[src/hdl/psbrd_ram.sv]
`default_nettype none
// ----------------------------------------------------------------------------
// psbrd_ram: generic single-write, single-read RAM
// One write port, one read port with registered read data.
// ----------------------------------------------------------------------------
module psbrd_ram #(
  parameter int unsigned WIDTH = 8,
  parameter int unsigned DEPTH = 64
) (
  input  wire logic                     clk,
  input  wire logic                     wr_en,
  input  wire logic [$clog2(DEPTH)-1:0] wr_addr,
  input  wire logic [WIDTH-1:0]         wr_data,
  input  wire logic                     rd_en,
  input  wire logic [$clog2(DEPTH)-1:0] rd_addr,
  output logic      [WIDTH-1:0]         rd_data
);

  logic [WIDTH-1:0] mem [DEPTH];

  always_ff @(posedge clk) begin
    if (wr_en) begin
      mem[wr_addr] <= wr_data;
    end
    if (rd_en) begin
      rd_data <= mem[rd_addr];
    end
  end

endmodule

`default_nettype wire

[config.mk]
export PLATFORM = sky130hd
export DESIGN_NAME = psbrd_ram
export DESIGN_NICKNAME = d
export VERILOG_FILES = /design/src/hdl/psbrd_ram.sv
export SDC_FILE = /design/constraint.sdc
export NUM_CORES = 1
export LEC_CHECK = 0
export CORE_UTILIZATION = 35
export DETAILED_ROUTE_END_ITERATION = 7
export DONT_BUFFER_PORTS = 1
export GPL_ROUTABILITY_DRIVEN = 0
export GPL_TIMING_DRIVEN = 0
export PLACE_DENSITY = 0.5
export SYNTH_ARGS = -nofsm -noshare
export SYNTH_HDL_FRONTEND = slang
export SYNTH_SLANG_ARGS = --single-unit
[constraint.sdc]
create_clock -name clk -period 2.6 [get_ports clk]
set_input_delay 0.13 -clock clk [delete_from_list [all_inputs] [get_ports clk]]
set_output_delay 0.13 -clock clk [all_outputs]
set_load 0.02 [all_outputs]
After elaboration in Yosys (flattened, before gate mapping)
Memory sizes are Yosys's and may differ from the RTL's. A register that Yosys moved wholly into a read port is not among the register bits.
Cells that the tools add are included.

cells by class
  multiplexer cells = 2

operator list
  kind    count
  $mux 1  2

storage, ports and cells
  memories kept = 1
  bits in registers = 0
  bits in writable memories = 512

memory list
  name  depth  width  rd ports  clocked after memory_dff  wr ports  line  text
  mem   64     8      1         1                         1         19    logic [WIDTH-1:0] mem [DEPTH];

Longest topological paths before layout
Gate-level depths: netlist of the first run.

  word-level depth = 2
  gate-level depth with buffers = 9
  depth with buffers taken out = 5

Worst setup path before layout of the first run
No wires, ideal clock.

  path type = input port to flip-flop
  from = in rd_addr[1]
  to = reg rd_data[3], read port of mem, data pin
  stages = 7
  data arrival time = 1,670 ps
  setup time = 266 ps
  buffers on the path = 3
  data required time = 2,334 ps
  setup slack = 664 ps
  path through = buf_4 -> buf_2 -> buf_2 -> mux4_2 -> mux4_2 -> o21ai_1 -> o41ai_1

RTL lines
  element             line  text
  start: declaration  15    input wire logic [$clog2(DEPTH)-1:0] rd_addr,
  end: declaration    16    output logic [WIDTH-1:0] rd_data

==> results.tsv, run 1 <==
stage	metric	value	unit
placed_design	# port buffers	0	
grt	antenna violations before repair	1	
critical_path	worst reg-to-reg path cell count	5	
grt	GRT overflow	0	
clock_network	Max clock buf depth	3	
synthesis	Mapped Cells	940	
routing	Iteration-0 DRC Markers	856	
critical_path	endpoint arrival time on the critical path	2.82	ns
placed_design	post-DP HPWL	32600	um
cells_and_area	Final nets	1035	
timing	Fin Setup TNS	0	ns
hold_path	hold depth	2	
synthesis	Ys Warns	0	
die	Ports	31	
routing	ANT nets after route	0	
clock_network	Num CTS Buffers	53	
routing	total iterations of the first detailed-routing run	5	
power_and_ir_drop	leakage power	7.08	nW
cells_and_area	register area	0.0156	mm^2
synthesis	FFs w/ async S/R, synth	0	
timing	Slew @ Worst Pin	1.03	ns
hold_path	min-delay worst type	input port to flop	
die	row cnt	87	
cells_and_area	post-layout util	0.407	
routing	via density per instance	5.37	
cells_and_area	layout cells sized above 1	0.246	
die	initial core utilization	0.356	
clock_network	H-tree Lvls	2	
critical_path	r2r setup slk	0.22	ns
grt	Tot GR Track Use	0.180	
timing	fmax	396	MHz
cells_and_area	area grow syn2layout	14.3	%
critical_path	peak fanout along the critical path	10	
cells_and_area	Multi-input gate area	0.00433	mm^2
clock_network	CTS tree	built	
timing	Max Slew Vio Count	0	
timing	final worst path period share	0.971	
timing	Rel. slew slack	0.308	
critical_path	Worst Path Required	2.90	ns
die	Die X	243	um
synthesis	Post-synth top flop	edfxtp_1	
routing	Via Count	9717	
routing	number of remaining DRC errors	0	
grt	pin count of the biggest net entering global routing	65	
timing	clock skew	0.0163	ns
die	die height	243	um
critical_path	CP Class	input port to flop	
clock_network	Worst-path clk slew	0.06	ns
cells_and_area	post-route cell area	0.0231	mm^2
clock_network	clock tree sinks	520	
die	DIE AREA	0.0588	mm^2
routing	WL/cell	28.9	um
critical_path	Critical Path Start Type	input port	
synthesis	Synth cell types	39	
die	Placeable Area	0.0568	mm^2
cells_and_area	Layout fillers	5071	
synthesis	syn avg cell area	21.5	um^2
power_and_ir_drop	Peak supply drop	0.000482	V
placed_design	Post-DP Area	0.0212	mm^2
cells_and_area	most frequent cells in the layout	520 x edfxtp_1, 126 x mux4_2, 83 x nor2_1	
cells_and_area	commonest non-fill, non-tap cell in the layout	edfxtp_1	
synthesis	Syn Nets	963	
timing	# setup viols final	0	
synthesis	#FFs+latches synth	520	
routing	Total Wirelength	52200	um
clock_network	CTS root buffer	clkbuf_16	
grt	vias in the first global route	10258	
clock_network	Post CTS Setup Buffer Count	0	
timing	crit path time final	2.52	ns
clock_network	worst-skew pair later-pin latency	0.60	ns
timing	Hold Violations, Final	0	
timing	RSZ-0062 raised after global routing	false	
synthesis	mapped cell area	0.0202	mm^2
synthesis	register area share after synthesis	0.771	
critical_path	Worst setup EP type	flop	
synthesis	Post-synth EDFFs	520	
flow_run	maxcap violations	0	
grt	first-pass GRT wire length	74900	um
power_and_ir_drop	Pwr per Cell Area	758	mW/mm^2
outcome	status	complete, no violations	
[layer usage]
metal	global-route usage	wire [um]	vias to the layer above
li1	-	-	4088
met1	0.240	22100	5221
met2	0.288	24900	335
met3	0.0499	3930	73
met4	0.0527	1300	0
met5	0	0	-
[cells by family (layout without fill, tap and decap cells)]
group / count (synthesis) / in the layout / synth area share
flip-flops: 520 / 520 / 0.771
multiplexers: 162 / 162 / 0.159
AND/OR/NAND/NOR: 153 / 153 / 0.0337
AO/OA/AOI/OAI: 54 / 54 / 0.0206
buffers and inverters: 51 / 163 / 0.0156
other: 0 / 1 / 0
[registers in the layout (all words and copies together), names as in the netlist]
name / cells
mem: 512
rd_data: 8
[worst max-delay path, stage by stage]
cell	delay, ns
buf_4	0.16
buf_2	0.41
buf_4	0.38
buf_2	0.39
nor2b_1	0.32
a22oi_1	0.14
a221oi_1	0.60
o2bb2ai_1	0.27
[power by group]
part | total (mW) | leakage, nW | internal, mW | switching (mW)
Clock | 7.25 | 0.796 | 4.03 | 3.22
Sequential | 9.33 | 4.69 | 9.30 | 0.0296
Combinational | 0.958 | 1.60 | 0.354 | 0.604
Total | 17.5 | 7.08 | 13.7 | 3.85
[what timing repair did]
| item | in CTS | in global routing |
|---|---|---|
| resized for setup | 0 | 1 |
| endpoints found under the hold margin | 523 | 0 |
| hold buffers | 18 | 0 |
| setup endpoints to repair | 0 | 2 |
[synthesized netlist by cell type, drive strengths merged, types with 4 or more instances]
| master | count | area, um^2 |
|---|---|---|
| o22ai | 8 | 50.1 |
| nand2 | 19 | 71.3 |
| nor2b | 14 | 87.6 |
| a211oi | 4 | 30.0 |
| mux2 | 13 | 146 |
| nor2 | 83 | 312 |
| o21ai | 4 | 20.0 |
| nand3 | 13 | 65.1 |
| nor3 | 7 | 35.0 |
| mux2i | 23 | 230 |
| clkbuf | 17 | 63.8 |
| a221oi | 6 | 52.6 |
| o221ai | 8 | 70.1 |
| buf | 34 | 253 |
| edfxtp | 520 | 15600 |
| nand2b | 7 | 43.8 |
| mux4 | 126 | 2840 |
[final timing paths]
| check | start | endpoint |
|---|---|---|
| min | wr_addr[0] | mem[49][3] |
| max reg2reg | mem[21][6] | rd_data[6] |
| max | rd_addr[1] | rd_data[2] |
| min reg2reg | mem[44][5] | rd_data[5] |
[per-stage QoR]
stage | hold WS [ns] | std cells | setup WS, ns | total power [mW]
2_1_floorplan | 0.229 | 940 | 0.664 | 10.0
3_3_place_gp | 0.235 | 1696 | -0.543 | 10.3
3_5_place_dp | 0.235 | 1696 | -0.522 | 10.3
4_1_cts | 0.0642 | 1809 | 0.104 | 17.7
5_1_grt | 0.0928 | 1809 | 0.00762 | 18.1
6_report | 0.0837 | 1809 | 0.0751 | 17.5
[layout make-up]
type | count | share of cell area
Antenna cell | 1 | 0.000108
Buffer | 50 | 0.0135
Clock buffer | 63 | 0.0590
Clock inverter | 32 | 0.0104
Multi-Input combinational cell | 369 | 0.187
Sequential cell | 520 | 0.675
Tap cell | 756 | 0.0409
Timing Repair Buffer | 18 | 0.0138
Note: power is estimated with default switching activity, not from simulation.
==> inputs of run 2 (changes only) <==
==> constraint.sdc (replaced) <==
create_clock -name clk -period 2.4 [get_ports clk]
set_input_delay 0.12 -clock clk [delete_from_list [all_inputs] [get_ports clk]]
set_output_delay 0.12 -clock clk [all_outputs]
set_load 0.02 [all_outputs]
==> run 2 against run 1 <==
- the run now ends with negative setup slack left
- core utilization rose by 0.073 points
- sequential share of layout area down 0.12 points
- clock power increased by 8.4%
- setup slack worse by 0.11 ns
- cell count about the same
==> results.tsv, run 2 (synthesis gave the netlist of run 1 again) <==
stage	metric	value	unit	change
outcome	status	finished with violations		was complete, no violations
outcome	failing checks	negative setup slack		
cells_and_area	Largest regs	mem x512, rd_data x8		unchanged
critical_path	CP Class	flop to flop		was input port to flop
clock_network	clock tree sinks	520		unchanged
clock_network	CTS root buffer	clkbuf_16		unchanged
clock_network	Num CTS Buffers	53		unchanged
cells_and_area	Top reg by flops	mem		unchanged
die	DIE AREA	0.0588	mm^2	unchanged
placed_design	post-DP HPWL	32600	um	unchanged
critical_path	Worst setup EP type	flop		unchanged
placed_design	dpl ws	-0.712	ns	was -0.522 ns
routing	ANT nets after route	0		unchanged
die	die height	243	um	unchanged
timing	clock skew	0.0157	ns	was 0.0163 ns
placed_design	# port buffers	0		unchanged
clock_network	Worst-path clk slew	0.06	ns	about the same
routing	via density per instance	5.38		was 5.37
timing	Rel. slew slack	0.301		was 0.308
flow_run	maxcap violations	0		unchanged
die	row cnt	87		unchanged
power_and_ir_drop	Peak supply drop	0.000521	V	was 0.000482 V
timing	Slew @ Worst Pin	1.04	ns	was 1.03 ns
routing	number of remaining DRC errors	0		unchanged
timing	crit path time final	2.43	ns	
clock_network	Max clock buf depth	3		unchanged
timing	Fin Setup TNS	-0.0337	ns	was 0 ns
power_and_ir_drop	Pwr per Cell Area	820	mW/mm^2	was 758 mW/mm^2
critical_path	Critical Path Start Type	flop		was input port
grt	first-pass GRT wire length	75000	um	was 74900 um
die	Ports	31		unchanged
die	initial core utilization	0.356		unchanged
timing	Hold Violations, Final	0		unchanged
timing	# setup viols final	1		was 0
cells_and_area	area grow syn2layout	14.5	%	was 14.3%
clock_network	CTS tree	built		unchanged
clock_network	worst-skew pair later-pin latency	0.60	ns	about the same
grt	Tot GR Track Use	0.180		about the same
critical_path	endpoint arrival time on the critical path	2.73	ns	was 2.82 ns
routing	Total Wirelength	52200	um	about the same
timing	Max Slew Vio Count	0		unchanged
timing	Hold Slack	0.0724	ns	was 0.0837 ns
power_and_ir_drop	leakage power	7.10	nW	was 7.08 nW
timing	RSZ-0062 raised after global routing	false		unchanged
die	Placeable Area	0.0568	mm^2	unchanged
grt	pin count of the biggest net entering global routing	65		unchanged
cells_and_area	Final nets	1036		was 1035
timing	final worst path period share	1.01		
clock_network	H-tree Lvls	2		unchanged
routing	Iteration-0 DRC Markers	921		was 856
grt	antenna violations before repair	1		unchanged
routing	WL/cell	28.8	um	was 28.9 um
die	Die X	243	um	unchanged
routing	Via Count	9739		was 9717
cells_and_area	most frequent cells in the layout	520 x edfxtp_1, 126 x mux4_2, 83 x nor2_1		unchanged
critical_path	Worst Path Required	2.70	ns	was 2.90 ns
timing	PnR worst setup slack	-0.0337	ns	was 0.0751 ns
power_and_ir_drop	Design Power	19.0	mW	was 17.5 mW
routing	total iterations of the first detailed-routing run	5		unchanged
cells_and_area	commonest non-fill, non-tap cell in the layout	edfxtp_1		unchanged
timing	fmax	411	MHz	
cells_and_area	layout cells sized above 1	0.253		was 0.246
cells_and_area	max FFs per register	512		unchanged
critical_path	peak fanout along the critical path	1		was 10
grt	vias in the first global route	10260		was 10258
hold_path	min-delay worst type	input port to flop		unchanged
grt	GRT overflow	0		unchanged
run 2: changes by cell type in the layout (fill, tap and decap cells not counted), moves of 2 or more:
cell,delta
buf_1,-2
a221oi_1,-2
a221oi_2,+2
clkbuf_2,+2
run 2: power breakdown:
group          internal [mW]  leakage, nW  total (mW)  switching, mW
clock network           4.37        0.796        7.86           3.49
registers               10.1         4.69        10.1         0.0320
logic                  0.387         1.62        1.05          0.661
run 2: critical path, cell delays in order (launching register included):
cell and delay [ns]:
edfxtp_1 0.37, mux4_2 0.48, mux2_2 0.32, o221a_2 0.28, nor3_1 0.43, o32ai_1 0.25
run 2: what timing repair did:
item | CTS | global route
resized for setup | 6 | 5
pin swaps | 0 | 0
hold endpoints to repair | 523 | 0
cloned | 0 | 0
buffers inserted | 0 | 0
hold buffers | 18 | 0
endpoints found under the setup margin | 7 | 4
run 2: cell type report:
type                       count  area [um^2]
fill                        5075        33600
sequential                   520        15600
multi-input combinational    369         4360
clock buffer                  63         1360
tap                          756          946
buffer                        51          329
timing repair buffer          18          320
clock inverter                32          241
antenna                        1         2.50
run 2: per-layer routing:
layer  up-vias  part of all wire  track usage
met5         -                 0            0
met4         0             0.028       0.0531
met3        88             0.071       0.0499
met2       352              0.47        0.288
met1      5214              0.43        0.241
li1       4085                 -            -
run 2: through the flow:
step | std cells | util | instance area (um^2)
floorplan | 940 | - | 20200
global placement | 1696 | 0.373 | 21200
detailed placement | 1696 | 0.373 | 21200
CTS | 1809 | 0.408 | 23200
global route | 1810 | 0.408 | 23200
finish | 1810 | 0.408 | 23200
run 2: final timing paths:
| check | from | to | slack, ns | cells past startpoint |
|---|---|---|---|---|
| worst min register to register | mem[46][3] | rd_data[3] | 1.06 | 5 |
| worst max-delay path | mem[17][4] | rd_data[4] | -0.03 | 5 |
| worst min-delay path | rd_addr[4] | rd_data[3] | 0.07 | 3 |
| worst max register to register | mem[17][4] | rd_data[4] | -0.03 | 5 |
==> inputs of run 3 (changes only) <==
==> constraint.sdc (replaced) <==
create_clock -name clk -period 2.97 [get_ports clk]
set_input_delay 0.1485 -clock clk [delete_from_list [all_inputs] [get_ports clk]]
set_output_delay 0.1485 -clock clk [all_outputs]
set_load 0.02 [all_outputs]
==> run 3 against run 2 <==
- the run now ends clean
- clock power decreased by 19%
- final area decreased by 0.19%
- non-clock buffer count unchanged
- via count increased by 0.37%
- clock skew decreased by 0.0024 ns
- critical path depth increased by 2
- register-to-register slack improved by 0.62 ns
- first-iteration DRC count decreased by 2.1%
- critical path type is now input port to flop
- critical endpoint is now rd_data[3]
- largest cell class unchanged
==> results.tsv, run 3 (synthesis gave the netlist of run 1 again) <==
stage	metric	value	unit	change
timing	final worst path period share	0.885		
flow_run	maxcap violations	0		unchanged
power_and_ir_drop	Pwr per Cell Area	663	mW/mm^2	was 820 mW/mm^2
die	Die X	243	um	unchanged
die	Placeable Area	0.0568	mm^2	unchanged
timing	Hold Violations, Final	0		unchanged
clock_network	CTS tree	built		unchanged
outcome	status	complete, no violations		was finished with violations
routing	highest routed layer	met4		unchanged
die	row cnt	87		unchanged
timing	crit path time final	2.63	ns	
critical_path	CP Class	input port to flop		was flop to flop
clock_network	clock tree sinks	520		unchanged
critical_path	Worst Path Required	3.25	ns	was 2.70 ns
placed_design	post-DP HPWL	32600	um	unchanged
critical_path	CP max stage cell	o41ai_1		was mux4_2
timing	PnR worst setup slack	0.342	ns	was -0.0337 ns
clock_network	CTS root buffer	clkbuf_16		unchanged
critical_path	critical-path cell list	buf_2, buf_4, clkbuf_1, buf_2, o221ai_1, o21a_1, o41ai_1		was mux4_2, mux2_2, o221a_2, nor3_1, o32ai_1
routing	wire length on met3	4020	um	was 3720 um
routing	WL/cell	28.8	um	about the same
hold_path	Min-Delay Startpoint	wr_addr[0]		was rd_addr[4]
timing	Max Slew Vio Count	0		unchanged
power_and_ir_drop	leakage power	7.08	nW	was 7.10 nW
cells_and_area	fin cells	1810		unchanged
cells_and_area	max FFs per register	512		unchanged
timing	fmax	380	MHz	
timing	Hold Slack	0.100	ns	was 0.0724 ns
placed_design	Inst Count DP	1696		unchanged
clock_network	Num CTS Buffers	53		unchanged
clock_network	Max clock buf depth	3		unchanged
timing	Rel. slew slack	0.304		was 0.301
clock_network	Worst-path clk slew	0.06	ns	about the same
critical_path	worst reg-to-reg path cell count	5		unchanged
grt	first-pass GRT wire length	74900	um	was 75000 um
routing	Metal-1 WL	22000	um	was 22300 um
routing	Via Count	9775		was 9739
grt	Tot GR Track Use	0.180		about the same
power_and_ir_drop	Peak supply drop	0.000418	V	was 0.000521 V
cells_and_area	post-layout util	0.407		was 0.408
hold_path	hold depth	2		was 3
routing	Iteration-0 DRC Markers	902		was 921
grt	pin count of the biggest net entering global routing	65		unchanged
critical_path	Worst path most repeated cell	buf_2		
die	Ports	31		unchanged
die	die height	243	um	unchanged
cells_and_area	area grow syn2layout	14.2	%	was 14.5%
hold_path	Min-Delay Endpoint	mem[49][3]		was rd_data[3]
placed_design	# port buffers	0		unchanged
critical_path	Critical Path Start Type	input port		was flop
grt	vias in the first global route	10258		was 10260
clock_network	worst-skew pair later-pin latency	0.60	ns	about the same
die	DIE AREA	0.0588	mm^2	unchanged
cells_and_area	layout cells sized above 1	0.245		was 0.253
critical_path	Worst setup EP type	flop		unchanged
clock_network	post_cts resized	0		was 6
critical_path	FF-to-FF End	rd_data[6]		was rd_data[4]
hold_path	min-delay worst type	input port to flop		unchanged
cells_and_area	Final nets	1036		unchanged
routing	ANT nets after route	0		unchanged
timing	RSZ-0062 raised after global routing	false		unchanged
timing	clock skew	0.0133	ns	was 0.0157 ns
clock_network	H-tree Lvls	2		unchanged
timing	# setup viols final	0		was 1
cells_and_area	Largest regs	mem x512, rd_data x8		unchanged
routing	number of remaining DRC errors	0		unchanged
cells_and_area	Top reg by flops	mem		unchanged
routing	via density per instance	5.40		was 5.38
routing	Total Wirelength	52200	um	about the same
routing	total iterations of the first detailed-routing run	5		unchanged
placed_design	dpl ws	-0.171	ns	was -0.712 ns
clock_network	Post CTS Setup Buffer Count	0		unchanged
critical_path	CP peak stage delay	0.72	ns	was 0.48 ns
cells_and_area	most frequent cells in the layout	520 x edfxtp_1, 126 x mux4_2, 83 x nor2_1		unchanged
critical_path	endpoint arrival time on the critical path	2.91	ns	was 2.73 ns
critical_path	r2r setup slk	0.59	ns	was -0.03 ns
cells_and_area	commonest non-fill, non-tap cell in the layout	edfxtp_1		unchanged
timing	Fin Setup TNS	0	ns	was -0.0337 ns
grt	GRT overflow	0		unchanged
routing	WL met2	24800	um	was 24700 um
timing	Slew @ Worst Pin	1.04	ns	about the same
critical_path	R2R Path Start	mem[21][6]		was mem[17][4]
grt	antenna violations before repair	1		unchanged
critical_path	peak fanout along the critical path	10		was 1
die	initial core utilization	0.356		unchanged
[run 3: critical path: cells and delay by family]
family          cells  cell delay [ns]
compound gates      3             1.15
buf+inv             4             1.60
[run 3: repair_timing]
action / 4_1_cts / 5_1_grt
endpoints found under the setup margin: 0 / 0
endpoints found under the hold margin: 523 / 0
hold buffers: 18 / 0
[run 3: worst max-delay path by stage]
stage	to	cells after the start	slack, ns	startpoint
6_report	rd_data[3]	7	0.34	rd_addr[2]
2_1_floorplan	rd_data[3]	7	1.02	rd_addr[1]
4_1_cts	rd_data[5]	7	0.46	rd_addr[2]
3_3_place_gp	rd_data[5]	7	-0.19	rd_addr[2]
5_1_grt	rd_data[5]	7	0.22	rd_addr[2]
3_5_place_dp	rd_data[5]	7	-0.17	rd_addr[2]
[run 3: per-stage QoR]
step                      power (mW)  instance area, um^2
final                           15.3                23100
after global routing            15.8                23100
after CTS                       15.5                23100
after detailed placement        9.00                21200
after global placement          8.99                21200
after floorplan                 8.75                20200
[run 3: layer usage]
| metal | up-vias | global-route usage |
|---|---|---|
| met4 | 0 | 0.0527 |
| met1 | 5252 | 0.240 |
| li1 | 4092 | - |
| met3 | 82 | 0.0499 |
| met2 | 349 | 0.288 |
| met5 | - | 0 |
[run 3: area by class of cell]
type | count | area (um^2)
buffer | 51 | 317
clock inverter | 32 | 241
tap | 756 | 946
fill | 5072 | 33700
timing repair buffer | 18 | 320
sequential | 520 | 15600
multi-input combinational | 369 | 4330
antenna | 1 | 2.50
clock buffer | 63 | 1360
[run 3: report_power, final]
group	total [mW]	switching, mW	internal (mW)
logic	0.840	0.530	0.309
clock network	6.34	2.80	3.53
registers	8.16	0.0259	8.14
total	15.3	3.36	12.0
